--- src/design/scf_pkg.sv ---
`default_nettype none

package scf_pkg;

    localparam int MAX_FRAME = 16;
    localparam int IDX_W     = $clog2(MAX_FRAME);
    localparam int FILL_W    = $clog2(MAX_FRAME + 1);
    localparam int LEN_W     = 5;
    localparam int BYTE_W    = 8;
    localparam int CFG_IDX_W = 2;

    localparam logic [BYTE_W-1:0] START_CHAR = 8'h61;
    localparam logic [BYTE_W-1:0] END_CHAR   = 8'h2D;

    localparam logic [LEN_W-1:0] SHORT_LEN_RST = 5'd5;
    localparam logic [LEN_W-1:0] LONG_LEN_RST  = 5'd12;

    typedef enum logic [CFG_IDX_W-1:0] {
        CFG_SHORT_MODE  = 2'd0,
        CFG_SHORT_LEN   = 2'd1,
        CFG_LONG_LEN    = 2'd2,
        CFG_UNUSED      = 2'd3
    } cfg_idx_t;

    typedef enum logic [1:0] {
        BK_IDLE,
        BK_FETCH,
        BK_SHOW
    } bk_state_t;

    // Front -> queue: byte store write and frame push.
    typedef struct packed {
        logic              en;
        logic [IDX_W-1:0]  idx;
        logic [BYTE_W-1:0] data;
        logic              push;
        logic [FILL_W-1:0] size;
    } fr_wr_t;

    // Back -> queue: byte fetch and frame pop.
    typedef struct packed {
        logic             en;
        logic [IDX_W-1:0] idx;
        logic             pop;
    } bk_rd_t;

    // Queue status toward both sides.
    typedef struct packed {
        logic              full;
        logic              empty;
        logic [FILL_W-1:0] head_size;
    } q_stat_t;

endpackage

`default_nettype wire

--- src/design/scf_front.sv ---
`default_nettype none

module scf_front (
    input  wire logic                           clk,
    input  wire logic                           rst_n,
    input  wire logic                           cfg_we,
    input  wire logic [scf_pkg::CFG_IDX_W-1:0]  cfg_index,
    input  wire logic [scf_pkg::LEN_W-1:0]      cfg_data,
    input  wire logic                           in_valid,
    output logic                                in_ready,
    input  wire logic [scf_pkg::BYTE_W-1:0]     rx_byte,
    input  wire scf_pkg::q_stat_t               stat,
    output scf_pkg::fr_wr_t                     wr
);
    import scf_pkg::*;

    logic              short_mode_reg, short_mode_next;
    logic [LEN_W-1:0]  short_len_reg, short_len_next;
    logic [LEN_W-1:0]  long_len_reg, long_len_next;
    logic [FILL_W-1:0] fill_count_reg, fill_count_next;

    logic [LEN_W-1:0]  sel_len;
    logic [FILL_W-1:0] act_len;
    logic [FILL_W-1:0] fill0;
    logic [FILL_W-1:0] new_fill;
    logic              stored;
    logic              is_start;
    logic              is_end;
    logic              accept;

    assign in_ready = !stat.full;
    assign accept   = in_valid && in_ready;
    assign is_start = (rx_byte == START_CHAR);
    assign is_end   = (rx_byte == END_CHAR);

    // Clamp the active length to 1..MAX_FRAME.
    always_comb
    begin
        sel_len = short_mode_reg ? short_len_reg : long_len_reg;
        if (sel_len == '0)
            act_len = FILL_W'(1);
        else if (32'(sel_len) > MAX_FRAME)
            act_len = FILL_W'(MAX_FRAME);
        else
            act_len = FILL_W'(sel_len);
    end

    always_comb
    begin
        fill0    = (fill_count_reg >= act_len) ? '0 : fill_count_reg;
        stored   = 1'b0;
        new_fill = fill0;
        wr       = '0;
        wr.data  = rx_byte;
        if (fill0 == '0)
        begin
            if (is_start)
            begin
                stored   = 1'b1;
                new_fill = FILL_W'(1);
            end
        end
        else if (is_start && (!short_mode_reg || (fill0 + FILL_W'(1)) < act_len))
        begin
            stored   = 1'b1;
            new_fill = FILL_W'(1);
        end
        else
        begin
            stored   = 1'b1;
            wr.idx   = fill0[IDX_W-1:0];
            new_fill = fill0 + FILL_W'(1);
        end
        wr.en   = accept && stored;
        wr.push = wr.en && (new_fill == act_len || is_end);
        wr.size = new_fill;
    end

    always_comb
    begin
        short_mode_next = short_mode_reg;
        short_len_next  = short_len_reg;
        long_len_next   = long_len_reg;
        fill_count_next = fill_count_reg;
        if (accept)
            fill_count_next = (!stored || wr.push) ? '0 : new_fill;
        if (cfg_we)
        begin
            case (cfg_idx_t'(cfg_index))
                CFG_SHORT_MODE:
                begin
                    short_mode_next = cfg_data[0];
                    fill_count_next = '0;
                end
                CFG_SHORT_LEN:
                begin
                    short_len_next  = cfg_data;
                    fill_count_next = '0;
                end
                CFG_LONG_LEN:
                begin
                    long_len_next   = cfg_data;
                    fill_count_next = '0;
                end
                default:
                begin
                end
            endcase
        end
    end

    always_ff @(posedge clk or negedge rst_n)
    begin
        if (!rst_n)
        begin
            short_mode_reg <= 1'b0;
            short_len_reg  <= SHORT_LEN_RST;
            long_len_reg   <= LONG_LEN_RST;
            fill_count_reg <= '0;
        end
        else
        begin
            short_mode_reg <= short_mode_next;
            short_len_reg  <= short_len_next;
            long_len_reg   <= long_len_next;
            fill_count_reg <= fill_count_next;
        end
    end

endmodule

`default_nettype wire

--- src/design/scf_queue.sv ---
`default_nettype none

module scf_queue (
    input  wire logic                        clk,
    input  wire logic                        rst_n,
    input  wire scf_pkg::fr_wr_t             wr,
    input  wire scf_pkg::bk_rd_t             rd,
    output scf_pkg::q_stat_t                 stat,
    output logic [scf_pkg::BYTE_W-1:0]       rd_data
);
    import scf_pkg::*;

    // Two frame slots; the front fills slot wr_ptr while the back drains rd_ptr.
    logic [BYTE_W-1:0] mem [2][MAX_FRAME];
    logic [FILL_W-1:0] size_reg [2];
    logic [BYTE_W-1:0] rd_data_reg;
    logic              wr_ptr_reg, wr_ptr_next;
    logic              rd_ptr_reg, rd_ptr_next;
    logic [1:0]        count_reg, count_next;

    assign stat.full      = (count_reg == 2'd2);
    assign stat.empty     = (count_reg == 2'd0);
    assign stat.head_size = size_reg[rd_ptr_reg];
    assign rd_data        = rd_data_reg;

    always_comb
    begin
        wr_ptr_next = wr_ptr_reg ^ wr.push;
        rd_ptr_next = rd_ptr_reg ^ rd.pop;
        count_next  = count_reg;
        if (wr.push && !rd.pop)
            count_next = count_reg + 2'd1;
        else if (!wr.push && rd.pop)
            count_next = count_reg - 2'd1;
    end

    always_ff @(posedge clk)
    begin
        if (wr.en)
            mem[wr_ptr_reg][wr.idx] <= wr.data;
        if (wr.push)
            size_reg[wr_ptr_reg] <= wr.size;
        if (rd.en)
            rd_data_reg <= mem[rd_ptr_reg][rd.idx];
    end

    always_ff @(posedge clk or negedge rst_n)
    begin
        if (!rst_n)
        begin
            wr_ptr_reg <= 1'b0;
            rd_ptr_reg <= 1'b0;
            count_reg  <= 2'd0;
        end
        else
        begin
            wr_ptr_reg <= wr_ptr_next;
            rd_ptr_reg <= rd_ptr_next;
            count_reg  <= count_next;
        end
    end

endmodule

`default_nettype wire

--- src/design/scf_back.sv ---
`default_nettype none

module scf_back (
    input  wire logic                        clk,
    input  wire logic                        rst_n,
    input  wire scf_pkg::q_stat_t            stat,
    output scf_pkg::bk_rd_t                  rd,
    output logic                             out_valid,
    input  wire logic                        out_ready,
    output logic                             frame_end,
    output logic [scf_pkg::LEN_W-1:0]        frame_size
);
    import scf_pkg::*;

    bk_state_t        state_reg, state_next;
    logic [IDX_W-1:0] idx_reg, idx_next;
    logic             last;
    logic             take;

    assign last       = ((FILL_W'(idx_reg) + FILL_W'(1)) == stat.head_size);
    assign take       = (state_reg == BK_SHOW) && out_ready;
    assign frame_end  = last;
    assign frame_size = LEN_W'(stat.head_size);

    always_comb
    begin
        state_next = state_reg;
        idx_next   = idx_reg;
        unique case (state_reg)
            BK_IDLE:
            begin
                if (!stat.empty)
                    state_next = BK_FETCH;
            end
            BK_FETCH:
                state_next = BK_SHOW;
            BK_SHOW:
            begin
                if (out_ready)
                begin
                    if (last)
                    begin
                        idx_next   = '0;
                        state_next = BK_IDLE;
                    end
                    else
                    begin
                        idx_next   = idx_reg + IDX_W'(1);
                        state_next = BK_FETCH;
                    end
                end
            end
            default:
                state_next = BK_IDLE;
        endcase
    end

    always_comb
    begin
        rd.en     = (state_reg == BK_FETCH);
        rd.idx    = idx_reg;
        rd.pop    = take && last;
        out_valid = (state_reg == BK_SHOW);
    end

    always_ff @(posedge clk or negedge rst_n)
    begin
        if (!rst_n)
        begin
            state_reg <= BK_IDLE;
            idx_reg   <= '0;
        end
        else
        begin
            state_reg <= state_next;
            idx_reg   <= idx_next;
        end
    end

endmodule

`default_nettype wire

--- src/design/serial_command_framer.sv ---
`default_nettype none

// Channel   Handshake              Payload
// -------   --------------------   ---------------------------------------
// input     in_valid / in_ready    rx_byte
// output    out_valid / out_ready  frame_byte, frame_end, frame_size
// config    cfg_we                 cfg_index, cfg_data
//
// An input beat is taken whenever a frame slot is free; the front stalls
// only while both frame slots hold finished frames not yet drained.
// Each output beat passes a fetch state (read from the frame store), then a
// show state, set by the registered read port of the two-slot frame store.
// Reset clears the configuration to long mode with lengths 5 and 12, empties
// the queue and drops any partial frame. A stalled output beat holds its
// payload in the read register until taken.

module serial_command_framer (
    input  wire logic                           clk,
    input  wire logic                           rst_n,
    input  wire logic                           cfg_we,
    input  wire logic [scf_pkg::CFG_IDX_W-1:0]  cfg_index,
    input  wire logic [scf_pkg::LEN_W-1:0]      cfg_data,
    input  wire logic                           in_valid,
    output logic                                in_ready,
    input  wire logic [scf_pkg::BYTE_W-1:0]     rx_byte,
    output logic                                out_valid,
    input  wire logic                           out_ready,
    output logic [scf_pkg::BYTE_W-1:0]          frame_byte,
    output logic                                frame_end,
    output logic [scf_pkg::LEN_W-1:0]           frame_size
);
    import scf_pkg::*;

    fr_wr_t  wr;
    bk_rd_t  rd;
    q_stat_t stat;

    // Front: collect bytes, apply start/restart/end rules, push whole frames.
    scf_front u_front (
        .clk       (clk),
        .rst_n     (rst_n),
        .cfg_we    (cfg_we),
        .cfg_index (cfg_index),
        .cfg_data  (cfg_data),
        .in_valid  (in_valid),
        .in_ready  (in_ready),
        .rx_byte   (rx_byte),
        .stat      (stat),
        .wr        (wr)
    );

    // Queue: two frame slots plus their sizes, so front and back stall apart.
    scf_queue u_queue (
        .clk     (clk),
        .rst_n   (rst_n),
        .wr      (wr),
        .rd      (rd),
        .stat    (stat),
        .rd_data (frame_byte)
    );

    // Back: drain the head frame one beat at a time, mark the last byte.
    scf_back u_back (
        .clk        (clk),
        .rst_n      (rst_n),
        .stat       (stat),
        .rd         (rd),
        .out_valid  (out_valid),
        .out_ready  (out_ready),
        .frame_end  (frame_end),
        .frame_size (frame_size)
    );

    // A shown beat always belongs to a queued frame.
    assert property (@(posedge clk) disable iff (!rst_n) out_valid |-> !stat.empty)
        else $error("output beat without a queued frame");

    // Queue count never reads as both full and empty.
    assert property (@(posedge clk) disable iff (!rst_n) !(stat.full && stat.empty))
        else $error("queue status inconsistent");

    // Emitted frame size stays within 1..MAX_FRAME.
    assert property (@(posedge clk) disable iff (!rst_n)
        out_valid |-> (frame_size != '0 && 32'(frame_size) <= MAX_FRAME))
        else $error("frame size out of range");

    // A frame push only happens while a slot is free.
    assert property (@(posedge clk) disable iff (!rst_n) wr.push |-> !stat.full)
        else $error("frame pushed into a full queue");

endmodule

`default_nettype wire

--- config.mk ---
export PLATFORM = sky130hd
export DESIGN_NAME = serial_command_framer
export DESIGN_NICKNAME = d
export VERILOG_FILES = /design/src/design/scf_pkg.sv /design/src/design/scf_front.sv /design/src/design/scf_queue.sv /design/src/design/scf_back.sv /design/src/design/serial_command_framer.sv
export SDC_FILE = /design/constraint.sdc
export NUM_CORES = 1
export LEC_CHECK = 0
export BUFFER_PORTS_ARGS = -buffer_cell sky130_fd_sc_hd__buf_2
export CAP_MARGIN = 25
export CORE_MARGIN = 2
export CORE_UTILIZATION = 55
export DETAILED_ROUTE_END_ITERATION = 8
export PLACE_DENSITY = 0.76
export SYNTH_ARGS = -nofsm -noshare
export SYNTH_HDL_FRONTEND = slang
export SYNTH_HIERARCHICAL = 1
export SYNTH_SLANG_ARGS = --single-unit
--- constraint.sdc ---
create_clock -name clk -period 8.1 [get_ports clk]
set_input_delay 2.025 -clock clk [delete_from_list [all_inputs] [get_ports clk]]
set_output_delay 2.025 -clock clk [all_outputs]
set_load 0.05 [all_outputs]
== After elaboration in Yosys (flattened, before gate mapping) ==
Memories as Yosys holds them, arrays and structs flattened.
Index checks and enable logic that the tools add are counted.

* Bits in registers: 34
* RAM bits: 266
* Memories kept: 2

{| class="wikitable"
|+ Memory list
! name !! depth !! width !! read ports !! clocked after memory_dff !! write ports !! RTL line !! source
|-
| u_queue.mem || 2 || 128 || 1 || 0 || 1 || scf_queue.sv:14 || <nowiki>logic [BYTE_W-1:0] mem [2][MAX_FRAME];</nowiki>
|-
| u_queue.size_reg || 2 || 5 || 1 || 0 || 1 || scf_queue.sv:15 || <nowiki>logic [FILL_W-1:0] size_reg [2];</nowiki>
|}

* $add $sub $neg: 5
* $lt $le $gt $ge: 6
* Equality and inequality tests: 11
* Multiplexer cells: 31
* Bitwise operators: 4
* Reductions and logical operators: 29

{| class="wikitable"
|+ Operators by type and width
! kind !! number
|-
| 2-to-1 mux 128 bit || 1
|-
| 2-to-1 mux 5 bit || 11
|-
| binary-select mux 8 bit (select 4 bit) || 1
|-
| demux 8 bit (select 4 bit) || 1
|-
| 2-to-1 mux 8 bit || 3
|-
| 2-to-1 mux 4 bit || 3
|-
| == test 5 bit || 2
|-
| >= comparator 5 bit, second input constant || 2
|-
| logical NOT 5 bit || 2
|-
| inverter 4 -> 5 bit || 2
|-
| AND reduction 2 bit || 5
|-
| logical AND 1 bit || 9
|-
| == test 8 x 6 -> 1 bit, second input constant || 1
|-
| == test 8 x 7 -> 1 bit, second input constant || 1
|-
| 2-to-1 mux 2 bit || 4
|-
| == test 2 bit, second input constant || 3
|-
| logical NOT 2 bit || 3
|-
| 2-to-1 mux 1 bit || 6
|-
| one-hot mux 2 bit (3 select lines) || 1
|-
| adder 4 x 1 -> 5 bit, second input constant || 1
|-
| adder 5 x 1 -> 5 bit, second input constant || 1
|-
| >= comparator 5 bit || 1
|-
| greater-than comparator 5 bit, second input constant || 1
|-
| logical NOT 1 bit || 5
|-
| other kinds (12) || 16
|}

== Depth between registers and ports, before layout ==
* Word-level depth: 20
* Gate-level depth with buffers: 28
* Mapped depth without buffers: 26

== Hierarchy ==
Netlist, hierarchy kept.

{| class="wikitable"
|+ By module, submodules not included
! module !! instances !! cells an instance !! area an instance (sq um)
|-
| scf_queue || 1 || 450 || 10682.7
|-
| scf_front || 1 || 162 || 1565.3
|-
| scf_back || 1 || 49 || 454.2
|}

== Worst setup path after synthesis ==
OpenSTA, ideal clock, no wires.

* Kind: register -> register
* From: register u_front.short_mode_reg
* To: register u_queue.count_reg[1]
* Setup time: 125 ps
* Data arrival time: 5579 ps
* Slack: 2396 ps
* Cell stages (with the launch flop): 29
* Buffers on the path: 2
* Cells stage by stage: dfrtp_1 buf_6 or4_4 o22ai_1 o21ai_0 ha_1 a21o_1 a31oi_4 o21ai_2 or2_0 buf_2 inv_1 ha_1 nand3_1 xor2_1 nor2_1 ha_1 and4_1 o31a_1 o211a_1 a22oi_2 mux2_4 xor2_2 o31ai_4 and2_1 ha_1 xor2_1 nor2_1 xor2_1

{| class="wikitable"
|+ RTL lines
! what !! RTL line !! source
|-
| start: declaration || scf_front.sv:17 || <nowiki>logic short_mode_reg, short_mode_next;</nowiki>
|-
| start signal: assignment || scf_front.sv:123 || <nowiki>short_mode_reg <= short_mode_next;</nowiki>
|-
| end signal: assignment || scf_queue.sv:59 || <nowiki>count_reg <= count_next;</nowiki>
|-
| end: declaration || scf_queue.sv:19 || <nowiki>logic [1:0] count_reg, count_next;</nowiki>
|}

==> flow_summary_export.csv <==
group,metric,value,unit
synthesis,yosys-top-cells-area,"edfxtp_1, mux4_2, dfrtp_1",
min_path,hold_depth,1,
sta,max_slew_margin,34.5,%
worst_setup_path,cp.required,8.27,ns
sta,finClkSkew,0.0166,ns
floorplanning,die_width,156,um
cts,clockBufferDepth,3,
sta,whs,0.490,ns
min_path,whs_endpoint,"u_back/state_reg[0]",
synthesis,syn_area_per_cell,19.2,um^2
cts,cts_made_buffers,30,
worst_setup_path,path_class,"flop to flop",
status,status,"finished clean",
grt,grt_pass1_wl,40000,um
floorplanning,core_area,22600,um^2
grt,track_usage,22.3,%
worst_setup_path,critPathCaptureType,"flop",
worst_setup_path,start_kind,"flop",
power,p_leak,4.55,nW
grt,antenna_found_initial,0,
placed_design,dp.final_hpwl,16800,um
power,max-vdd-ir-drop,0.000297,V
sta,worst_pin_slew,0.982,ns
floorplanning,dieArea,24300,um^2
placed_design,place_congestion,0.862,
synthesis,yosysSeqAreaShare,69.9,%
worst_setup_path,reg2reg_from,"u_front/short_mode_reg",
cts,clock_latency,0.54,ns
cts,ctsHtreeMaxLevel,1,
cells_and_area,largest_reg_flops,256,
synthesis,ys_ff_latch,300,
sta,fin_setup_tns,0,ns
sta,finalHoldViolCount,0,
cts,cts_tree,"yes",
synthesis,yosysWarnings,6,
worst_setup_path,reg2reg_slack,1.44,ns
sta,fmax,0.150,GHz
power,fin_total_pwr,3.74,mW
cells_and_area,area_growth,10.5,%
grt,gr-total-overflow,0,
sta,setup_violations,0,
min_path,holdCritStartpoint,"u_back/state_reg[0]",
cts,cts_setup_buffers,0,
grt,grt_pass1_vias,6555,
cts,clk_pin_slew,0.06,ns
grt,grt_max_degree,68,
floorplanning,rows,55,
detailed_routing,drc_errors,0,
cts,clkSinkCount,300,
placed_design,placed_cell_area,13000,um^2
worst_setup_path,cp.arrival,6.83,ns
cells_and_area,antenna_cells,0,
worst_setup_path,crit_fanout,11,
sta,timing.final.crit_period,6.66,ns
synthesis,syn_inst,661,
detailed_routing,drt_iter0_drc,524,
cells_and_area,final_area,14000,um^2
synthesis,synth_nets,696,
detailed_routing,via_count,6310,
synthesis,synth_area,12700,um^2
cts,holdBufCountCts,0,
cells_and_area,drive_gt1_share,30.0,%
synthesis,async_reset_ff_share,8.67,%
detailed_routing,totalWireLength,26000,um
synthesis,yosys_most_used_dff,"edfxtp_1",
worst_setup_path,ff2ff_path_depth,21,
detailed_routing,ant_nets,0,
cts,cts-root-buf,"clkbuf_16",
synthesis,synth_top_cell_area_share,64.8,%
floorplanning,start_util,56.1,%
placed_design,io_buffers,35,
floorplanning,io_pins,36,
power,power_density,266,nW/um^2
synthesis,yosysTopAreaCell,"edfxtp_1",
synthesis,synth_edf_count,274,
detailed_routing,first_pass_iters,5,
sta,rsz0062_at_grt,"false",
min_path,min_path_type,"flop to flop",
sta,fin_crit_sh,82.3,%
detailed_routing,routedWlPerCell,25.9,um
detailed_routing,vias_per_cell,6.28,
cts,cts_resized,0,
cells_and_area,fin_util,62.0,%
floorplanning,die_h,156,um
sta,slew_violations,0,
synthesis,synth_cell_types,70,
cells_and_area,nets,732,
run,maxCapViolCount,0,
worst_setup_path,r2r-end,"u_queue/mem[1][125]",
cell families (layout without fill, tap and decap cells):
| logic type | after synthesis | in the layout | share of synthesized area (%) |
|---|---|---|---|
| AOI/OAI and AO/OA | 55 | 55 | 3.67 |
| xor gates and xnor gates | 15 | 15 | 1.15 |
| buffers and inverters | 50 | 109 | 2.19 |
| DFF | 300 | 300 | 69.9 |
| and+or+nand+nor | 117 | 117 | 4.81 |
| muxes | 109 | 109 | 16.8 |
| adders and majority gates | 15 | 15 | 1.48 |
cells in the mapped netlist, types with 2 or more instances:
master / instances
o211a_1: 2
o31ai_2: 2
nor2b_1: 3
or3_1: 4
o211ai_1: 4
nand3_1: 8
xnor2_1: 6
or2_4: 2
o21ai_1: 5
buf_4: 21
and2_1: 5
ha_1: 15
nand2_1: 21
o22ai_1: 2
mux2i_1: 2
nor2_1: 45
a21o_1: 4
buf_2: 3
and3_1: 2
nor3_1: 2
dfstp_2: 4
nand2b_1: 3
nand3b_1: 7
a21oi_1: 8
mux4_2: 80
or4_4: 2
o21ai_0: 7
dfrtp_1: 22
o21a_1: 3
inv_1: 13
mux2_2: 26
edfxtp_1: 274
xor2_1: 7
buf_1: 8
clkbuf_1: 4
cell type report:
cell class | instances | area, um^2
flip-flops and latches | 300 | 8890
fillers | 1506 | 8600
multi-input cells | 311 | 3540
clock buffers | 41 | 823
well taps | 285 | 357
repair buffers | 41 | 264
clock inverters | 14 | 116
inverters | 13 | 48.8
power by group:
| part | internal, mW | switching [mW] |
|---|---|---|
| clock network | 0.770 | 0.531 |
| logic | 0.297 | 0.374 |
| registers | 1.73 | 0.0312 |
placed cells by master, fill, tap and decap left out, types with 6 or more instances in the layout:
cell / count
buf_2: 35
edfxtp_1: 274
o21ai_0: 7
nor2_1: 45
mux2_2: 26
inv_1: 13
a21oi_1: 8
mux4_2: 80
clkinv_1: 7
xor2_1: 7
nand3b_1: 7
ha_1: 15
dfrtp_1: 20
clkbuf_1: 9
nand2_1: 21
nand3_1: 8
xnor2_1: 6
clkbuf_16: 31
worst max-delay path, cell delays in order (launching register included):
cell	delay [ns]
dfrtp_1	0.57
or4b_1	0.55
o22ai_1	0.25
o21ai_0	0.23
ha_1	0.41
a21o_1	0.22
a31oi_4	0.29
o21ai_2	0.16
or2_0	0.33
inv_1	0.09
ha_1	0.17
nand3_1	0.10
xor2_1	0.26
nor2_1	0.10
ha_1	0.34
a21oi_1	0.16
o21a_1	0.16
o21bai_1	0.10
a22oi_2	0.37
nor2_1	0.20
or3_1	0.51
nor2_1	0.70
stage by stage:
stage               setup slack (ns)  instances
floorplan                       2.40        661
global placement                1.60        947
detailed placement              1.50        947
CTS                             1.50       1002
global route                   0.899       1005
finish                          1.44       1005
how the worst max path moves through the flow:
| stage | start | end | depth (start not counted) |
|---|---|---|---|
| after detailed placement | u_front/short_mode_reg | u_queue/mem[0][124] | 21 |
| after CTS | u_front/short_mode_reg | u_queue/mem[0][127] | 21 |
| after global placement | u_front/short_mode_reg | u_queue/mem[1][124] | 21 |
| after global routing | u_front/short_mode_reg | u_queue/mem[0][100] | 20 |
| after floorplan | u_front/short_mode_reg | u_queue/count_reg[1] | 28 |
| final | u_front/short_mode_reg | u_queue/mem[1][125] | 21 |
layer usage:
metal	track usage, %	vias to the layer above	wire length (um)	share of wire (%)
met1	31.1	3267	10400	40
li1	-	2729	-	-
met4	5.16	0	321	1.2
met3	4.14	26	1920	7.4
met5	0	-	0	0
met2	37.3	288	13400	51
Power figures use the tool's default switching activity.
